## src/hw/rtl/tmcw_pkg.sv

```systemverilog
// Package for the text mode console writer: screen geometry, widths,
// command and state codes, and the queue and result types.
// No dependencies.
`default_nettype none

package tmcw_pkg;

  localparam int COLUMNS    = 80;
  localparam int ROWS       = 25;
  localparam int CELL_COUNT = COLUMNS * ROWS;

  localparam int ADDR_W = $clog2(CELL_COUNT);
  localparam int COL_W  = $clog2(COLUMNS);
  localparam int ROW_W  = $clog2(ROWS);

  localparam int CMD_W      = 2;
  localparam int CHAR_W     = 8;
  localparam int CELL_ADR_W = 11;
  localparam int CELL_W     = 16;
  localparam int COL_OUT_W  = 7;
  localparam int ROW_OUT_W  = 5;
  localparam int ATTR_W     = 8;

  localparam logic [ATTR_W-1:0] ATTR_RESET = 8'h07;
  localparam logic [CELL_W-1:0] BLANK_CELL = 16'h0720;
  localparam logic [CHAR_W-1:0] CH_LF      = 8'd10;
  localparam logic [CHAR_W-1:0] CH_CR      = 8'd13;

  localparam logic [CMD_W-1:0] CMD_PUT   = 2'd0;
  localparam logic [CMD_W-1:0] CMD_CLEAR = 2'd1;
  localparam logic [CMD_W-1:0] CMD_READ  = 2'd2;

  localparam int QDEPTH = 2;
  localparam int QPTR_W = $clog2(QDEPTH);
  localparam int QCNT_W = $clog2(QDEPTH + 1);

  typedef enum logic [2:0] {
    OP_PUT,
    OP_LF,
    OP_CR,
    OP_CLEAR,
    OP_READ,
    OP_READ_OOR,
    OP_NOP
  } op_t;

  typedef struct packed {
    op_t               op;
    logic [CHAR_W-1:0] ch;
    logic [ADDR_W-1:0] addr;
  } qent_t;

  typedef struct packed {
    logic [ROW_OUT_W-1:0] row;
    logic [COL_OUT_W-1:0] col;
    logic [CELL_W-1:0]    cdata;
  } res_t;

  localparam int RES_W = $bits(res_t);

  typedef enum logic [2:0] {
    BK_INIT,
    BK_IDLE,
    BK_READ,
    BK_SCROLL,
    BK_BLANK,
    BK_CLEAR
  } bk_state_t;

endpackage

`default_nettype wire

```

## src/hw/rtl/tmcw_queue.sv

```systemverilog
// Short command queue between the front end and the back end.
// Depends on tmcw_pkg.
`default_nettype none

module tmcw_queue (
  input  wire logic             clk,
  input  wire logic             rst_n,
  input  wire logic             push,
  input  wire tmcw_pkg::qent_t  wdata,
  input  wire logic             pop,
  output logic                  full,
  output logic                  q_valid,
  output tmcw_pkg::qent_t       head
);
  import tmcw_pkg::*;

  qent_t             ent_r [QDEPTH];
  logic [QPTR_W-1:0] wr_ptr_r, wr_ptr_nxt;
  logic [QPTR_W-1:0] rd_ptr_r, rd_ptr_nxt;
  logic [QCNT_W-1:0] cnt_r, cnt_nxt;

  assign full    = (cnt_r == QCNT_W'(QDEPTH));
  assign q_valid = (cnt_r != '0);
  assign head    = ent_r[rd_ptr_r];

  always_comb begin
    wr_ptr_nxt = wr_ptr_r;
    rd_ptr_nxt = rd_ptr_r;
    cnt_nxt    = cnt_r;
    if (push) begin
      wr_ptr_nxt = (32'(wr_ptr_r) == QDEPTH - 1) ? '0 : wr_ptr_r + 1'b1;
    end
    if (pop) begin
      rd_ptr_nxt = (32'(rd_ptr_r) == QDEPTH - 1) ? '0 : rd_ptr_r + 1'b1;
    end
    if (push && !pop) begin
      cnt_nxt = cnt_r + 1'b1;
    end else if (pop && !push) begin
      cnt_nxt = cnt_r - 1'b1;
    end
  end

  always_ff @(posedge clk) begin
    if (!rst_n) begin
      wr_ptr_r <= '0;
      rd_ptr_r <= '0;
      cnt_r    <= '0;
    end else begin
      wr_ptr_r <= wr_ptr_nxt;
      rd_ptr_r <= rd_ptr_nxt;
      cnt_r    <= cnt_nxt;
    end
  end

  always_ff @(posedge clk) begin
    if (push) begin
      ent_r[wr_ptr_r] <= wdata;
    end
  end

endmodule

`default_nettype wire

```

## config.mk

```make
export PLATFORM = sky130hd
export DESIGN_NAME = tmcw_queue
export DESIGN_NICKNAME = d
export VERILOG_FILES = /design/src/hw/rtl/tmcw_pkg.sv /design/src/hw/rtl/tmcw_queue.sv
export SDC_FILE = /design/constraint.sdc
export NUM_CORES = 1
export LEC_CHECK = 0
export BUFFER_PORTS_ARGS = -buffer_cell sky130_fd_sc_hd__buf_2
export CORE_ASPECT_RATIO = 1.4
export CORE_MARGIN = 2
export CORE_UTILIZATION = 54
export CTS_BUF_LIST = sky130_fd_sc_hd__clkbuf_16
export DETAILED_ROUTE_END_ITERATION = 16
export PLACE_DENSITY = 0.82
export SETUP_SLACK_MARGIN = 0.05
export SLEW_MARGIN = 20
export SYNTH_ARGS = -nofsm -noshare
export SYNTH_HDL_FRONTEND = slang
export SYNTH_SLANG_ARGS = --single-unit
export TNS_END_PERCENT = 5
```

## constraint.sdc

```tcl
create_clock -name clk -period 4.8 [get_ports clk]
set_clock_uncertainty 0.15 [all_clocks]
set_input_delay 0.48 -clock clk [delete_from_list [all_inputs] [get_ports clk]]
set_output_delay 0.48 -clock clk [all_outputs]
set_load 0.02 [all_outputs]
```

==> impl_metrics.csv, run 1 <==
group,metric,value,unit
critical_path,cp.required,4.17,ns
critical_path,r2r_start,"wr_ptr_r",
timing,period_minus_slack,2.431,ns
critical_path,path_class,"reg -> out",
global_route,grt_pass1_wl,4284,um
timing,hold_viol_final,0,
global_route,grt_max_degree,24,
pwr,switching_share,22.23,%
synthesis,synth_area_leaders,"edfxtp_1 (73%), mux2_2 (14%), dfxtp_1 (5.6%)",
routing,vias_per_cell,5.152,
layout,syn_to_final_growth,23.91,%
clocking,cts_hold_buffers,0,
layout,ff_latch_area,1421,sq um
timing,maxSlewViolCount,0,
synthesis,ys_ff_latch,49,
die,pin_count,50,
routing,totalWireLength,2834,um
pwr,ir_worst_vdd,340.8,uV
die,die_w,52.80,um
die,die_area,3819,sq um
pwr,total_power,0.9400,mW
global_route,antenna_found_initial,0,
timing,rsz0062_at_grt,"no",
layout,drive_gt1_share,55.86,%
layout,nFillCells,223,
critical_path,cp-end-kind,"output pin",
timing,fin_crit_sh,50.65,%
routing,vias,948,
layout,fin_area,2231,sq um
synthesis,ys_types,16,
synthesis,yosysSeqAreaShare,78.94,%
timing,setup-tns-final,0,ns
synthesis,syn_inst,90,
synthesis,yosys_warnings,0,
timing,tightest_slew,1.006,ns
critical_path,critPathLaunchType,"flip-flop",
place,dp_hpwl,1931,um
place,place_inst,176,
critical_path,r2r_cells,1,
die,fp.dieH,72.32,um
place,gp_congestion,0.6781,
global_route,grt_pass1_vias,976,
clocking,root_buffer,"clkbuf_16",
pwr,clockPowerShare,34.4,%
clocking,htreeDepth,2,
job,drv_cap,0,
critical_path,r2r_slack,3.05,ns
critical_path,rr_endpoint,"ent_r[1][21]",
clocking,cts_resized,0,
die,initial_core_util,57.10,%
timing,setup_viol,0,
routing,wl_per_cell,15.40,um
synthesis,synth_nets,117,
layout,final_cell_mix,"buf_2 (49), edfxtp_1 (44), mux2_2 (22), dfxtp_1 (5), clkbuf_16 (5)",
synthesis,syn-cell-area,1800,sq um
min_path,hold-path-cell-count,1,
critical_path,worst_ep_arrival_time,1.80,ns
clocking,clock-sinks,49,
clocking,clkTransAtPathRegs,0.06,ns
routing,drc_errors,0,
min_path,holdPathEnd,"ent_r[0][11]",
synthesis,synth_top_area_cell,"edfxtp_1",
global_route,grt_usage,16.36,%
layout,post_layout_nonfiller_instances,184,
status,status,"complete, no violations",
layout,multi_input_area,372.9,sq um
die,core,3153,sq um
pwr,power_density,421.4,nW/um^2
layout,final_nets,171,
pwr,p_sw,0.2090,mW
synthesis,synth_top_area_share,73.38,%
pwr,p_int,0.7310,mW
timing,timing.fmax,411.4,MHz
routing,detail-route-antenna-nets,0,
routing,drt_iter0_drc,19,
global_route,overflow,0,
routing,dr.pass1.iters,3,
synthesis,avgSynthCellArea,20.01,sq um
clocking,clk_latency,0.28,ns
clocking,postCtsSetupBuffers,0,
pwr,seq_power_share,53.8,%
pwr,p_comb_share,11.8,%
clocking,cts_buffers,5,
die,fp-row-count,24,
pwr,leakagePower,0.8713,nW
place,postPlaceCellArea,2087,sq um
place,io_buffers,49,
layout,diodes,0,
layout,final_common_cell,"buf_2",
clocking,cts_buffer_depth,2,
min_path,min-delay-start,"wdata[11]",
critical_path,crit_fanout,22,
timing,relSlewSlack,32.92,%
min_path,min-delay-path-class,"in -> reg",
clocking,cts_tree,"done",
## cells by family (layout without fill, tap and decap cells)
group | after synthesis | in the layout | synth area share (%)
buffers and inverters | 3 | 58 | 0.7642
and+or+nand+nor | 9 | 9 | 3.266
adders and majority gates | 1 | 1 | 0.6948
DFF | 49 | 49 | 78.94
xor gates and xnor gates | 3 | 3 | 1.460
AOI/OAI and AO/OA | 3 | 3 | 1.112
muxes | 22 | 22 | 13.76
## registers in the layout, indices dropped and copies added (netlist names), named ones only
| signal | cells |
|---|---|
| ent_r | 44 |
| cnt_r | 2 |
| rd_ptr_r | 1 |
| wr_ptr_r | 1 |
## critical path, stage by stage, from the launching register on
cell	delay, ns
dfxtp_1	0.93
mux2_2	0.43
buf_2	0.16
## synth_stat cells
master    instances
mux2_2           22
and2_1            4
buf_2             2
a21boi_1          1
ha_1              1
and2b_2           1
edfxtp_1         44
xnor2_1           1
o21ai_0           1
or2_2             1
or3_1             1
xor2_1            2
o21a_1            1
dfxtp_1           5
nor2b_1           2
inv_1             1
## power by group through the flow
stage	Combinational, mW	Sequential [mW]	Clock [mW]
global placement	0.108	0.513	0
CTS	0.112	0.507	0.329
detailed placement	0.111	0.515	0
floorplan	0.0781	0.506	0
global route	0.118	0.509	0.346
finish	0.111	0.506	0.324
## worst max-delay path by stage
stage / start / slack [ns] / endpoint
floorplan: push / 2.71 / ent_r[0][0]
global placement: flip-flop / 2.65 / head[8]
detailed placement: flip-flop / 2.64 / head[8]
CTS: flip-flop / 2.32 / head[8]
global route: flip-flop / 2.24 / head[8]
finish: flip-flop / 2.37 / head[8]
## routing by layer
layer	GRT usage [%]	vias up	part of all wire, %
met5	0	-	0
met4	12.25	0	2.6
met3	3.704	7	4.5
met2	28.06	31	53
met1	16.74	460	39
li1	-	450	-
## layout make-up
cell class                      count  area share [%]
Timing Repair Buffer               49           10.99
Clock inverter                      3          0.6169
Inverter                            1          0.1683
Clock buffer                        5           5.609
Sequential cell                    49           63.71
Multi-Input combinational cell     38           16.71
Tap cell                           39           2.187
## metrics by stage
stage,hold WS (ns),util (%),worst slack (ns)
floorplan,0.3112,-,2.714
global placement,0.3209,66.19,2.647
detailed placement,0.3548,66.19,2.640
finish,0.2328,70.75,2.369
CTS,0.2279,70.60,2.320
global route,0.2251,70.75,2.242
No activity file was read; power rests on OpenSTA's default activity.
==> run 2, diff against run 1 <==
- CORE_UTILIZATION: 54 -> 46
- PLACE_DENSITY: 0.82 -> 0.74
- clock period: 4.8 -> 2 ns (I/O delays scaled with it)
==> impl_metrics.csv, run 2 (synthesis results as in run 1) <==
group,metric,value,unit
timing,relSlewSlack,80.42,%
routing,wl_per_cell,14.04,um
pwr,p_sw,0.4945,mW
pwr,seq_power_share,49.7,%
timing,fin_crit_sh,87.47,%
timing,maxSlewViolCount,0,
routing,drt_iter0_drc,43,
pwr,ir_worst_vdd,741.0,uV
critical_path,rr_endpoint,"ent_r[0][1]",
pwr,clockPowerShare,36.8,%
critical_path,cp.required,1.65,ns
die,core,3709,sq um
clocking,cts_tree,"done",
global_route,grt_pass1_wl,4871,um
critical_path,path_class,"reg -> out",
routing,drc_errors,0,
die,die_area,4438,sq um
die,fp-row-count,26,
critical_path,crit_fanout,19,
layout,regMostFlops,"ent_r",
critical_path,r2r_cells,2,
layout,largest_reg_flops,44,
layout,diodes,0,
layout,drive_gt1_share,49.12,%
clocking,clock-sinks,49,
routing,vias,1041,
place,place_ws,0.5279,ns
die,initial_core_util,48.55,%
critical_path,r2r_start,"wr_ptr_r",
routing,totalWireLength,2990,um
global_route,grt_usage,14.50,%
timing,finalWorstSetupSlack,0.2507,ns
routing,vias_per_cell,4.887,
place,io_buffers,49,
critical_path,path_delay_family,"flip-flops",
timing,setup_viol,0,
critical_path,worst_ep_arrival_time,1.40,ns
clocking,postCtsSetupBuffers,0,
clocking,cts_buffers,5,
clocking,root_buffer,"clkbuf_16",
die,fp.dieH,78.03,um
critical_path,cp.depth,3,
layout,reg_top3,"ent_r (44), cnt_r (2)",
critical_path,worstPathCellList,"buf_12 -> mux2_2 -> buf_2",
layout,final_common_cell,"buf_2",
critical_path,r2r_slack,0.80,ns
global_route,antenna_found_initial,0,
place,gp_congestion,0.6697,
timing,period_minus_slack,1.749,ns
routing,dr.pass1.iters,4,
layout,multi_input_area,367.9,sq um
place,dp_hpwl,1927,um
clocking,clk_latency,0.27,ns
min_path,min-delay-path-class,"in -> reg",
clocking,htreeDepth,2,
timing,hold_viol_final,0,
layout,syn_to_final_growth,39.75,%
layout,final_nets,197,
layout,nFillCells,278,
timing,timing.fmax,571.6,MHz
timing,tightest_slew,0.2936,ns
timing,rsz0062_at_grt,"no",
pwr,p_int,1.919,mW
status,status,"complete, no violations",
critical_path,critPathLaunchType,"flip-flop",
critical_path,critPathMaxStageDelay,0.43,ns
job,drv_cap,0,
critical_path,cp_slowest_cell,"dfxtp_1",
clocking,clkTransAtPathRegs,0.06,ns
pwr,power_density,959.0,nW/um^2
layout,ff_latch_area,1421,sq um
die,pin_count,50,
critical_path,cp-end-kind,"output pin",
timing,setup-tns-final,0,ns
die,die_w,56.88,um
global_route,grt_max_degree,24,
clocking,cts_buffer_depth,2,
layout,final_cell_mix,"buf_2 (49), edfxtp_1 (44), mux2_2 (22), dlygate4sd3_1 (22)",
global_route,overflow,0,
global_route,grt_pass1_vias,1059,
routing,detail-route-antenna-nets,0,
critical_path,crit_buf_inv,2,
pwr,p_comb_share,13.4,%
pwr,switching_share,20.49,%
critical_path,crit_end,"head[10]",
pwr,leakagePower,0.9910,nW
run 2: cell count changes in the layout (fill, tap and decap cells not counted):
cell           delta
dlygate4sd3_1    +22
nor2b_4           -1
nor2b_2           +1
clkinv_1          +1
clkinv_2          -2
buf_4             +3
bufinv_16         +1
buf_12            +1
run 2: area by class of cell:
class	instances	area share (%)
timing repair buffer	75	20.19
inverter	1	0.1492
multi-input combinational	38	14.62
clock buffer	5	4.973
sequential	49	56.49
clock inverter	3	1.492
tap	42	2.089
run 2: routing by layer:
metal	wire, um	track usage [%]	up-vias
met5	0	0	-
met4	35	5.581	0
met3	170	3.789	4
met2	1637	25.93	34
met1	1146	16.33	499
li1	-	-	504
run 2: repair_timing:
action	4_1_cts	5_1_grt
endpoints found under the hold margin	44	0
hold buffers	22	0
gates resized for setup	0	0
run 2: how the worst min path moves through the flow:
stage	startpoint	endpoint	slack [ns]	cells past startpoint
2_1_floorplan	wdata[0]	ent_r[0][0]	0.15	0
3_3_place_gp	wdata[7]	ent_r[0][7]	0.24	1
3_5_place_dp	wdata[7]	ent_r[0][7]	0.24	1
4_1_cts	rst_n	wr_ptr_r	0.03	2
5_1_grt	rst_n	wr_ptr_r	0.04	2
6_report	rst_n	wr_ptr_r	0.03	2
run 2: through the flow:
stage	total power [mW]	cells	hold WS (ns)	area, sq um	util, %
4_1_cts	2.439	213	0.02836	2516	67.85
5_1_grt	2.510	213	0.04271	2516	67.85
2_1_floorplan	1.403	90	0.1489	1800	-
3_3_place_gp	1.504	183	0.2375	2133	57.52
6_report	2.413	213	0.02807	2516	67.85
3_5_place_dp	1.515	183	0.2426	2133	57.52
run 2: power by group through the flow:
stage / registers [mW] / clock network (mW) / logic (mW)
after global placement: 1.22 / 0 / 0.286
after global routing: 1.21 / 0.954 / 0.350
after detailed placement: 1.22 / 0 / 0.294
after CTS: 1.20 / 0.910 / 0.328
final: 1.20 / 0.889 / 0.323
after floorplan: 1.22 / 0 / 0.187
