===== config.mk =====
export PLATFORM = sky130hd
export DESIGN_NAME = tmcw_front
export DESIGN_NICKNAME = d
export VERILOG_FILES = /design/src/hw/rtl/tmcw_pkg.sv /design/src/hw/rtl/tmcw_front.sv
export SDC_FILE = /design/constraint.sdc
export NUM_CORES = 1
export LEC_CHECK = 0
export BUFFER_PORTS_ARGS = -buffer_cell sky130_fd_sc_hd__buf_2
export CORE_AREA = 2 2 39 41
export DETAILED_ROUTE_END_ITERATION = 8
export DIE_AREA = 0 0 41 43
export PLACE_DENSITY_LB_ADDON = 0.15
export SETUP_SLACK_MARGIN = 0.05
export SYNTH_ARGS = -nofsm -noshare
export SYNTH_HDL_FRONTEND = slang
export SYNTH_SLANG_ARGS = --single-unit

===== constraint.sdc =====
create_clock -name vclk -period 1.42
set_input_delay 0.284 -clock vclk [all_inputs]
set_output_delay 0.284 -clock vclk [all_outputs]
set_load 0.005 [all_outputs]

===== src/hw/rtl/tmcw_pkg.sv =====
// Package for the text mode console writer: screen geometry, widths,
// command and state codes, and the queue and result types.
// No dependencies.
`default_nettype none

package tmcw_pkg;

  localparam int COLUMNS    = 80;
  localparam int ROWS       = 25;
  localparam int CELL_COUNT = COLUMNS * ROWS;

  localparam int ADDR_W = $clog2(CELL_COUNT);
  localparam int COL_W  = $clog2(COLUMNS);
  localparam int ROW_W  = $clog2(ROWS);

  localparam int CMD_W      = 2;
  localparam int CHAR_W     = 8;
  localparam int CELL_ADR_W = 11;
  localparam int CELL_W     = 16;
  localparam int COL_OUT_W  = 7;
  localparam int ROW_OUT_W  = 5;
  localparam int ATTR_W     = 8;

  localparam logic [ATTR_W-1:0] ATTR_RESET = 8'h07;
  localparam logic [CELL_W-1:0] BLANK_CELL = 16'h0720;
  localparam logic [CHAR_W-1:0] CH_LF      = 8'd10;
  localparam logic [CHAR_W-1:0] CH_CR      = 8'd13;

  localparam logic [CMD_W-1:0] CMD_PUT   = 2'd0;
  localparam logic [CMD_W-1:0] CMD_CLEAR = 2'd1;
  localparam logic [CMD_W-1:0] CMD_READ  = 2'd2;

  localparam int QDEPTH = 2;
  localparam int QPTR_W = $clog2(QDEPTH);
  localparam int QCNT_W = $clog2(QDEPTH + 1);

  typedef enum logic [2:0] {
    OP_PUT,
    OP_LF,
    OP_CR,
    OP_CLEAR,
    OP_READ,
    OP_READ_OOR,
    OP_NOP
  } op_t;

  typedef struct packed {
    op_t               op;
    logic [CHAR_W-1:0] ch;
    logic [ADDR_W-1:0] addr;
  } qent_t;

  typedef struct packed {
    logic [ROW_OUT_W-1:0] row;
    logic [COL_OUT_W-1:0] col;
    logic [CELL_W-1:0]    cdata;
  } res_t;

  localparam int RES_W = $bits(res_t);

  typedef enum logic [2:0] {
    BK_INIT,
    BK_IDLE,
    BK_READ,
    BK_SCROLL,
    BK_BLANK,
    BK_CLEAR
  } bk_state_t;

endpackage

`default_nettype wire


===== src/hw/rtl/tmcw_front.sv =====
// Front end: input handshake and command classification into queue entries.
// Depends on tmcw_pkg.
`default_nettype none

module tmcw_front (
  input  wire logic                          in_tvalid,
  output logic                               in_tready,
  input  wire logic [tmcw_pkg::CMD_W-1:0]    in_cmd,
  input  wire logic [tmcw_pkg::CHAR_W-1:0]   in_char,
  input  wire logic [tmcw_pkg::CELL_ADR_W-1:0] in_addr,
  input  wire logic                          q_full,
  input  wire logic                          init_busy,
  output logic                               q_push,
  output tmcw_pkg::qent_t                    q_wdata
);
  import tmcw_pkg::*;

  assign in_tready = !q_full && !init_busy;
  assign q_push    = in_tvalid && in_tready;

  always_comb begin
    q_wdata.ch   = in_char;
    q_wdata.addr = ADDR_W'(in_addr);
    case (in_cmd)
      CMD_PUT: begin
        if (in_char == CH_LF) begin
          q_wdata.op = OP_LF;
        end else if (in_char == CH_CR) begin
          q_wdata.op = OP_CR;
        end else begin
          q_wdata.op = OP_PUT;
        end
      end
      CMD_CLEAR: q_wdata.op = OP_CLEAR;
      CMD_READ: begin
        if (32'(in_addr) < CELL_COUNT) begin
          q_wdata.op = OP_READ;
        end else begin
          q_wdata.op = OP_READ_OOR;
        end
      end
      default: q_wdata.op = OP_NOP;
    endcase
  end

endmodule

`default_nettype wire


==> flow_results.org, run 1 <==
** Outcome
- Outcome :: finished, violations left
- Violated checks :: negative setup slack

** Layout
- In the final layout, the share of cells above drive strength 1 is 81.1%.
- Once layout is complete, the utilization of the core stands at 24.1%.
- After layout, the clock buffer instance count stands at 0.
- Leaving out fill and tap cells, the most frequent cell in the layout is sky130_fd_sc_hd__buf_2.
- Number of non-filler instances in the completed layout :: a little under 70
- Count of nets after finishing :: 79
- There are 0 flip-flops and latches.
- With fillers left out, the area of the finished cells amounts to 334 um2.
- Area growth, synth to finish :: 50.8%
- Sequential cell area :: 0 um2
- In the layout the commonest cells are 36 x sky130_fd_sc_hd__buf_2, 4 x sky130_fd_sc_hd__buf_6, 2 x sky130_fd_sc_hd__nor2_1.
- 0 antenna diodes ended up in the layout.

** Route
- Via density per instance :: 3.96
- In the final routed layout, each cell accounts on average for 8.68 um.
- DR DRC count :: 0
- DRT iter0 DRCs :: 1
- The count of nets left with antenna violations once routing finished came out at 0.
- Total wire length after detailed routing :: 599 um
- Detailed routing inserted a total of 273 vias.
- For this run, the detailed router's first-pass iteration total came to 3.

** Setup path
- Worst setup path category :: input port to primary output
- Critical path destination :: q_wdata[19]
- STA puts the critical path data required time at 1140 ps.
- Largest stage delay on the critical path :: between 500 and 600 ps
- Most prevalent standard cell on the critical path :: sky130_fd_sc_hd__buf_2
- Crit path from :: in_cmd[0]
- Walking the worst path, the cells encountered are buf_2 > or4b_1 > a21oi_1 > buf_2.
- For the worst setup path, the data arrival time is around 1200 ps.
- Max Fanout on Critical Path :: 2
- For this design, the slowest cell found on the critical path is sky130_fd_sc_hd__or4b_1.
- The worst setup path is launched from an input port.
- Setup crit end kind :: primary output

** Yosys
- The mapped netlist covers 221 um2.
- Synthesis produced a netlist whose cell count is 32.
- The average instance in the mapped netlist occupies 6.92 um2.
- For this run, the register share of the synthesized area comes to 0%.
- Yosys printed 0 warnings.
- The synthesized netlist contains 13 unique library cells.
- When the netlist entered floorplanning its net count stood at 56.

** STA
- Tmin final :: roughly 1500 ps
- Final setup violation count :: 1
- Post-route worst hold slack :: 568 ps
- For the pin with the worst max-slew slack, the measured transition is 258 ps.
- Derived from the worst setup path, the maximum achievable clock frequency is a little under 0.7 GHz.
- The number of hold violations in the final report came to 0.
- Final sum of negative setup slack :: -32.0 ps
- Across all setup checks in the final design, the least slack found is -32.0 ps.
- Max-slew violations :: 0
- In the finished design, the share of the clock period the worst path needs comes to 102%.
- In this run the tightest slew margin relative to its limit is a little over 80%.
- RSZ-0062 raised after global routing :: yes

** Power
- Max rail drop VDD :: 0.0571 mV
- In this run the static leakage power is 0.193 nW.
- Sum of internal, switching and leakage power :: 0.0860 mW
- Power spread over the standard cell area amounts to roughly 260 nW/um2.

** Placement
- Pre-CTS worst setup slack :: -62.7 ps
- # port buffers :: 40
- Once placement finished, the instance area stood at between 300 and 400 um2.
- Routability-driven placement finished with a final weighted congestion of 0.620.
- Number of cells in the design after placement :: roughly 70

** Floorplan
- After floorplanning, the core was sized to cover around 1400 um2.
- Num rows :: 14
- Effective utilization at floorplan :: 16.0%
- Die outline height :: 43 um
- Pin placement for this block handled 48 I/O pins.
- The die is roughly 41 um wide.
- Area of the die :: 1760 um2

** Global route
- Global routing consumed, over all layers together, between 5 and 6% of the routing resources.
- The via count of the first global-routing pass is ~210.
- Antenna violations before repair :: 0
- Summed over all layers, the global routing overflow is 0.
- The first global-routing pass estimated 793 um of wire.
- Maximum number of pins on one net before global-route repair :: 5

** Min path
- The min-delay analysis places its worst path in the category input port to primary output.

** Clocking
- After clock tree synthesis, the setup repair step added 0 buffers.
- Quantity of hold-fixing buffers added after cts :: 0

** Run
- Max-cap violations in this run came to 0.
-- cells in the mapped netlist, drive strengths merged --
library cell	instances	area share (%)
buf	19	64
nor2	2	3.4
a21oi	1	2.3
a311oi	1	4.0
a31o	1	4.0
and2	1	2.8
clkbuf	1	1.7
nand2	1	1.7
nand4	1	2.8
nor3	1	2.3
nor3b	1	3.4
nor4	1	2.8
or4b	1	4.5
-- how the worst min path moves through the flow --
stage	cells past startpoint	from	to	slack, ps
finish	0	in_addr[0]	q_wdata[0]	570
global route	0	in_addr[3]	q_wdata[3]	570
CTS	0	in_addr[0]	q_wdata[0]	570
detailed placement	0	in_addr[0]	q_wdata[0]	570
global placement	0	in_addr[0]	q_wdata[0]	570
floorplan	1	q_full	in_tready	600
-- kinds of logic (layout without fill, tap and decap cells) --
| kind of cell | Yosys count | in the layout | share of synthesized area, % |
|---|---|---|---|
| buffers and inverters | 20 | 41 | 66.1 |
| and+or+nand+nor | 9 | 9 | 23.7 |
| AOI/OAI and AO/OA | 3 | 3 | 10.2 |
-- timing repair --
action,in CTS,in global routing
setup endpoints to repair,2,1
cloned,0,0
hold endpoints to repair,0,0
resized for setup,4,1
pin swaps,1,0
-- cell type report --
cell class	instances	area [um2]
well taps	16	20.0
repair buffers	41	233
multi-input cells	12	81.3
fillers	159	1050
-- worst max-delay path: cells and delay by family --
kind / cells / cell delay [ps]
and+or+nand+nor: 1 / 520
AOI/OAI and AO/OA: 1 / 130
buffers and inverters: 2 / 230
-- per-layer routing --
metal / up-vias / wire length [um] / part of all wire (%) / GRT usage (%)
met4: 0 / 0 / 0 / 0
met2: 26 / 267 / 45 / 10.3
met3: 0 / 108 / 18 / 1.05
met5: - / 0 / 0 / 0
met1: 113 / 222 / 37 / 7.59
li1: 134 / - / - / -
-- report_power, final --
part           internal [mW]  switching [mW]
sequential                 0               0
combinational         0.0530          0.0330
clock                      0               0
total                 0.0530          0.0330
(Power assumes the default switching activity.)
==> run 2, diff against run 1 <==
--- a/config.mk
+++ b/config.mk
@@ -5,6 +5,7 @@
 export SDC_FILE = /design/constraint.sdc
 export NUM_CORES = 1
 export LEC_CHECK = 0
+export ABC_AREA = 1
 export BUFFER_PORTS_ARGS = -buffer_cell sky130_fd_sc_hd__buf_2
 export CORE_AREA = 2 2 39 41
 export DETAILED_ROUTE_END_ITERATION = 8
==> run 2 against run 1 <==
Effect of this change: the run now ends clean; wire length shrank 1.3%; total power shrank 2.2%; final cell count grew 28%; via count grew 9.5%; die area is the same; global-route usage is the same; core utilization grew 1.2 points; highest routed layer unchanged; combinational power shrank 2%.
==> flow_results.org, run 2 <==
** STA
- The headroom to the max-slew limit was 90.7% (+8.0 points).
- Final hold violations :: 0 (unchanged)
- Setup repair after global routing left no endpoint under its margin.
- The setup TNS was 0 ps (+32.0 ps).
- Tmin final :: 1160 ps (-289 ps)
- Final setup violation count :: 0 (-1)
- The max-slew violation count was 0 (unchanged).
- The share of the cycle needed by the critical path after routing was 81.9% (-20 points).
- Worst slew pin tran :: 139 ps (-119 ps)
- The achievable clock frequency is 0.860 GHz (+25%).
- The worst setup slack after layout came to 257 ps (+289 ps).

** Route
- The number of remaining DRC errors came to 0 (unchanged).
- The number of antenna-violating nets in the routed design came to 0 (unchanged).
- The count of TritonRoute iterations in the first routing pass is 1 (-2).
- The vias after detailed routing is 299 (+9.5%).
- DRT iter0 DRCs :: 0 (-1)
- The routed length per placed instance came to 6.72 um (-23%).
- The total wirelength of the detailed-routed design is 591 um (-1.3%).
- The vias per cell is 3.40 (-14%).

** Run
- Count of max-cap constraint violations :: 0 (unchanged)

** Setup path
- The critical path is of the input port to primary output type.
- CP required :: 1140 ps (about the same)
- Tracing the worst setup path back leads to its startpoint at in_char[4].
- The worst setup path is captured at a primary output.
- Launching element type of the critical path :: input port
- The worst path arrival time came to 880 ps (-290 ps).
- Critical path destination :: q_wdata[19]
- The largest fanout of any net on the critical path is 2 (unchanged).

** Yosys
- By area the synthesized netlist is led by sky130_fd_sc_hd__buf_4 52%, sky130_fd_sc_hd__nand2_1 16%, sky130_fd_sc_hd__inv_1 12%.
- The cell area after technology mapping was 277 um2 (+25%).
- Ys Warns :: 0 (unchanged)
- The portion of the post-synthesis area used by sequential elements is 0% (unchanged).
- The synthesized net count came to 76 (+36%).
- Syn avg cell area :: 5.32 um2 (-23%)
- The post-synthesis cell type count was 9 (-4).
- By instance count, the leading cell after synthesis is sky130_fd_sc_hd__buf_4.
- Commonest cells in the netlist :: 19 x sky130_fd_sc_hd__buf_4, 12 x sky130_fd_sc_hd__nand2_1, 9 x sky130_fd_sc_hd__inv_1
- The area share of the leading cell type in the synthesized netlist came to 51.6% (-13 points).
- Summed over all instances, the cell type with the most area after synthesis is sky130_fd_sc_hd__buf_4.
- The gate count after technology mapping came to 52 (+63%).

** Floorplan
- The number of I/O pins was 48 (unchanged).
- The chip height came to 43 um (unchanged).
- The horizontal extent of the die is 41 um (unchanged).
- Num rows :: 14 (unchanged)
- Effective utilization at floorplan :: 20.0% (+4.0 points)
- Area of the die :: 1760 um2 (unchanged)
- The placeable core area is 1380 um2 (unchanged).

** Power
- The share of total power consumed by net switching is 44.3% (+5.9 points).
- The relative contribution of combinational cells to total power was 100.0% (about the same).
- Leakage Power :: 0.246 nW (+28%)
- The power per standard cell area came to 240 nW/um2 (-6.7%).
- Switching power summed over all nets :: 0.0373 mW (+13%)
- Clock power frac :: 0% (unchanged)
- The total power is 0.0841 mW (-2.2%).
- The internal power summed over all cells came to 0.0468 mW (-12%).
- Max rail drop VDD :: 0.0596 mV (+4.5%)
- Portion of total power attributed to sequential cells :: 0% (unchanged)

** Placement
- Post-DP HPWL :: approximately 570 um
- # port buffers :: 40 (unchanged)
- The total placed cells including tap cells is 88 (+28%).
- Weighted congestion reported at the end of routability-driven placement :: 0.584 (-5.9%)
- The worst setup slack after placement was 247 ps (+310 ps).

** Global route
- The residual overflow from global routing came to 0 (unchanged).
- The via count of the first global-routing pass was 228 (+9.1%).
- First-pass GRT wire length :: 793 um (unchanged)
- The largest net degree at the start of global routing was 5 (unchanged).
- The global router's overall resource usage came to 5.89% (unchanged).
- Antenna violations before repair :: 0 (unchanged)

** Layout
- The layout cell share with drive strength beyond 1 was 56.9% (-24 points).
- Area growth, synth to finish :: 26.7%
- The number of inserted diodes is 0 (unchanged).
- Leaving out fill and tap cells, the most frequent cell in the layout is sky130_fd_sc_hd__buf_2.
- Number of non-filler instances in the completed layout :: 88 (+28%)
- Count of nets after finishing :: 98 (+24%)
- Clock tree buffer count of the final layout :: 0 (unchanged)
- The number of flip-flops and latches came to 0 (unchanged).
- Most frequent cells in the layout :: 40 x sky130_fd_sc_hd__buf_2, 12 x sky130_fd_sc_hd__nand2_1, 9 x sky130_fd_sc_hd__inv_1
- Sequential cell area :: 0 um2 (unchanged)

** Min path
- Worst min path class :: input port to primary output

** Clocking
- Quantity of hold-fixing buffers added after cts :: 0 (unchanged)
- The number of post-CTS setup repair buffers came to 0 (unchanged).
- The post-cts sizing count came to 0 (-4).

** Outcome
- The run finished with clean final reports.
## run 2: worst min path at each step
| stage | startpoint | endpoint | slack (ps) | cells after the start |
|---|---|---|---|---|
| 6_report | in_addr[2] | q_wdata[2] | 570 | 0 |
| 5_1_grt | in_addr[2] | q_wdata[2] | 570 | 0 |
| 4_1_cts | in_addr[0] | q_wdata[0] | 570 | 0 |
| 3_5_place_dp | in_addr[0] | q_wdata[0] | 570 | 0 |
| 3_3_place_gp | in_addr[0] | q_wdata[0] | 570 | 0 |
| 2_1_floorplan | q_full | in_tready | 590 | 1 |
## run 2: area by class of cell
cell class                      count  area, um2
Tap cell                           16       20.0
Timing Repair Buffer               40        200
Multi-Input combinational cell     23       96.3
Inverter                            9       33.8
Fill cell                         172       1030
## run 2: logic make-up after synthesis
kind of cell | Yosys count | synth area share, %
compound gates | 1 | 1.81
simple gates | 22 | 33.0
buf+inv | 29 | 65.2
## run 2: critical path, cell delays in order
cell,delay [ps]
sky130_fd_sc_hd__buf_2,100
sky130_fd_sc_hd__inv_1,40
sky130_fd_sc_hd__nand2_1,50
sky130_fd_sc_hd__nor2_2,110
sky130_fd_sc_hd__nand2_1,60
sky130_fd_sc_hd__nand2_1,50
sky130_fd_sc_hd__nand2_1,40
sky130_fd_sc_hd__inv_1,40
sky130_fd_sc_hd__buf_2,100
## run 2: power by group through the flow
stage          logic, mW  clock network [mW]  registers, mW
5_1_grt           0.0965                   0              0
2_1_floorplan     0.0635                   0              0
4_1_cts           0.0862                   0              0
3_3_place_gp      0.0856                   0              0
6_report          0.0841                   0              0
3_5_place_dp      0.0860                   0              0
## run 2: per-stage QoR
stage | utilization (%) | area (um2) | hold WS [ps]
finish | 25.3 | 350 | 568
global route | 25.3 | 350 | 568
CTS | 25.3 | 350 | 568
detailed placement | 25.3 | 350 | 568
global placement | 25.3 | 350 | 568
floorplan | - | 277 | 595
## run 2: per-layer routing
metal	routed length [um]	vias up	share of wire (%)	track usage, %
met5	0	-	0	0
met4	0	0	0	0.667
met3	74	0	13	0
met2	312	17	53	11.6
met1	204	111	35	6.65
li1	-	171	-	-
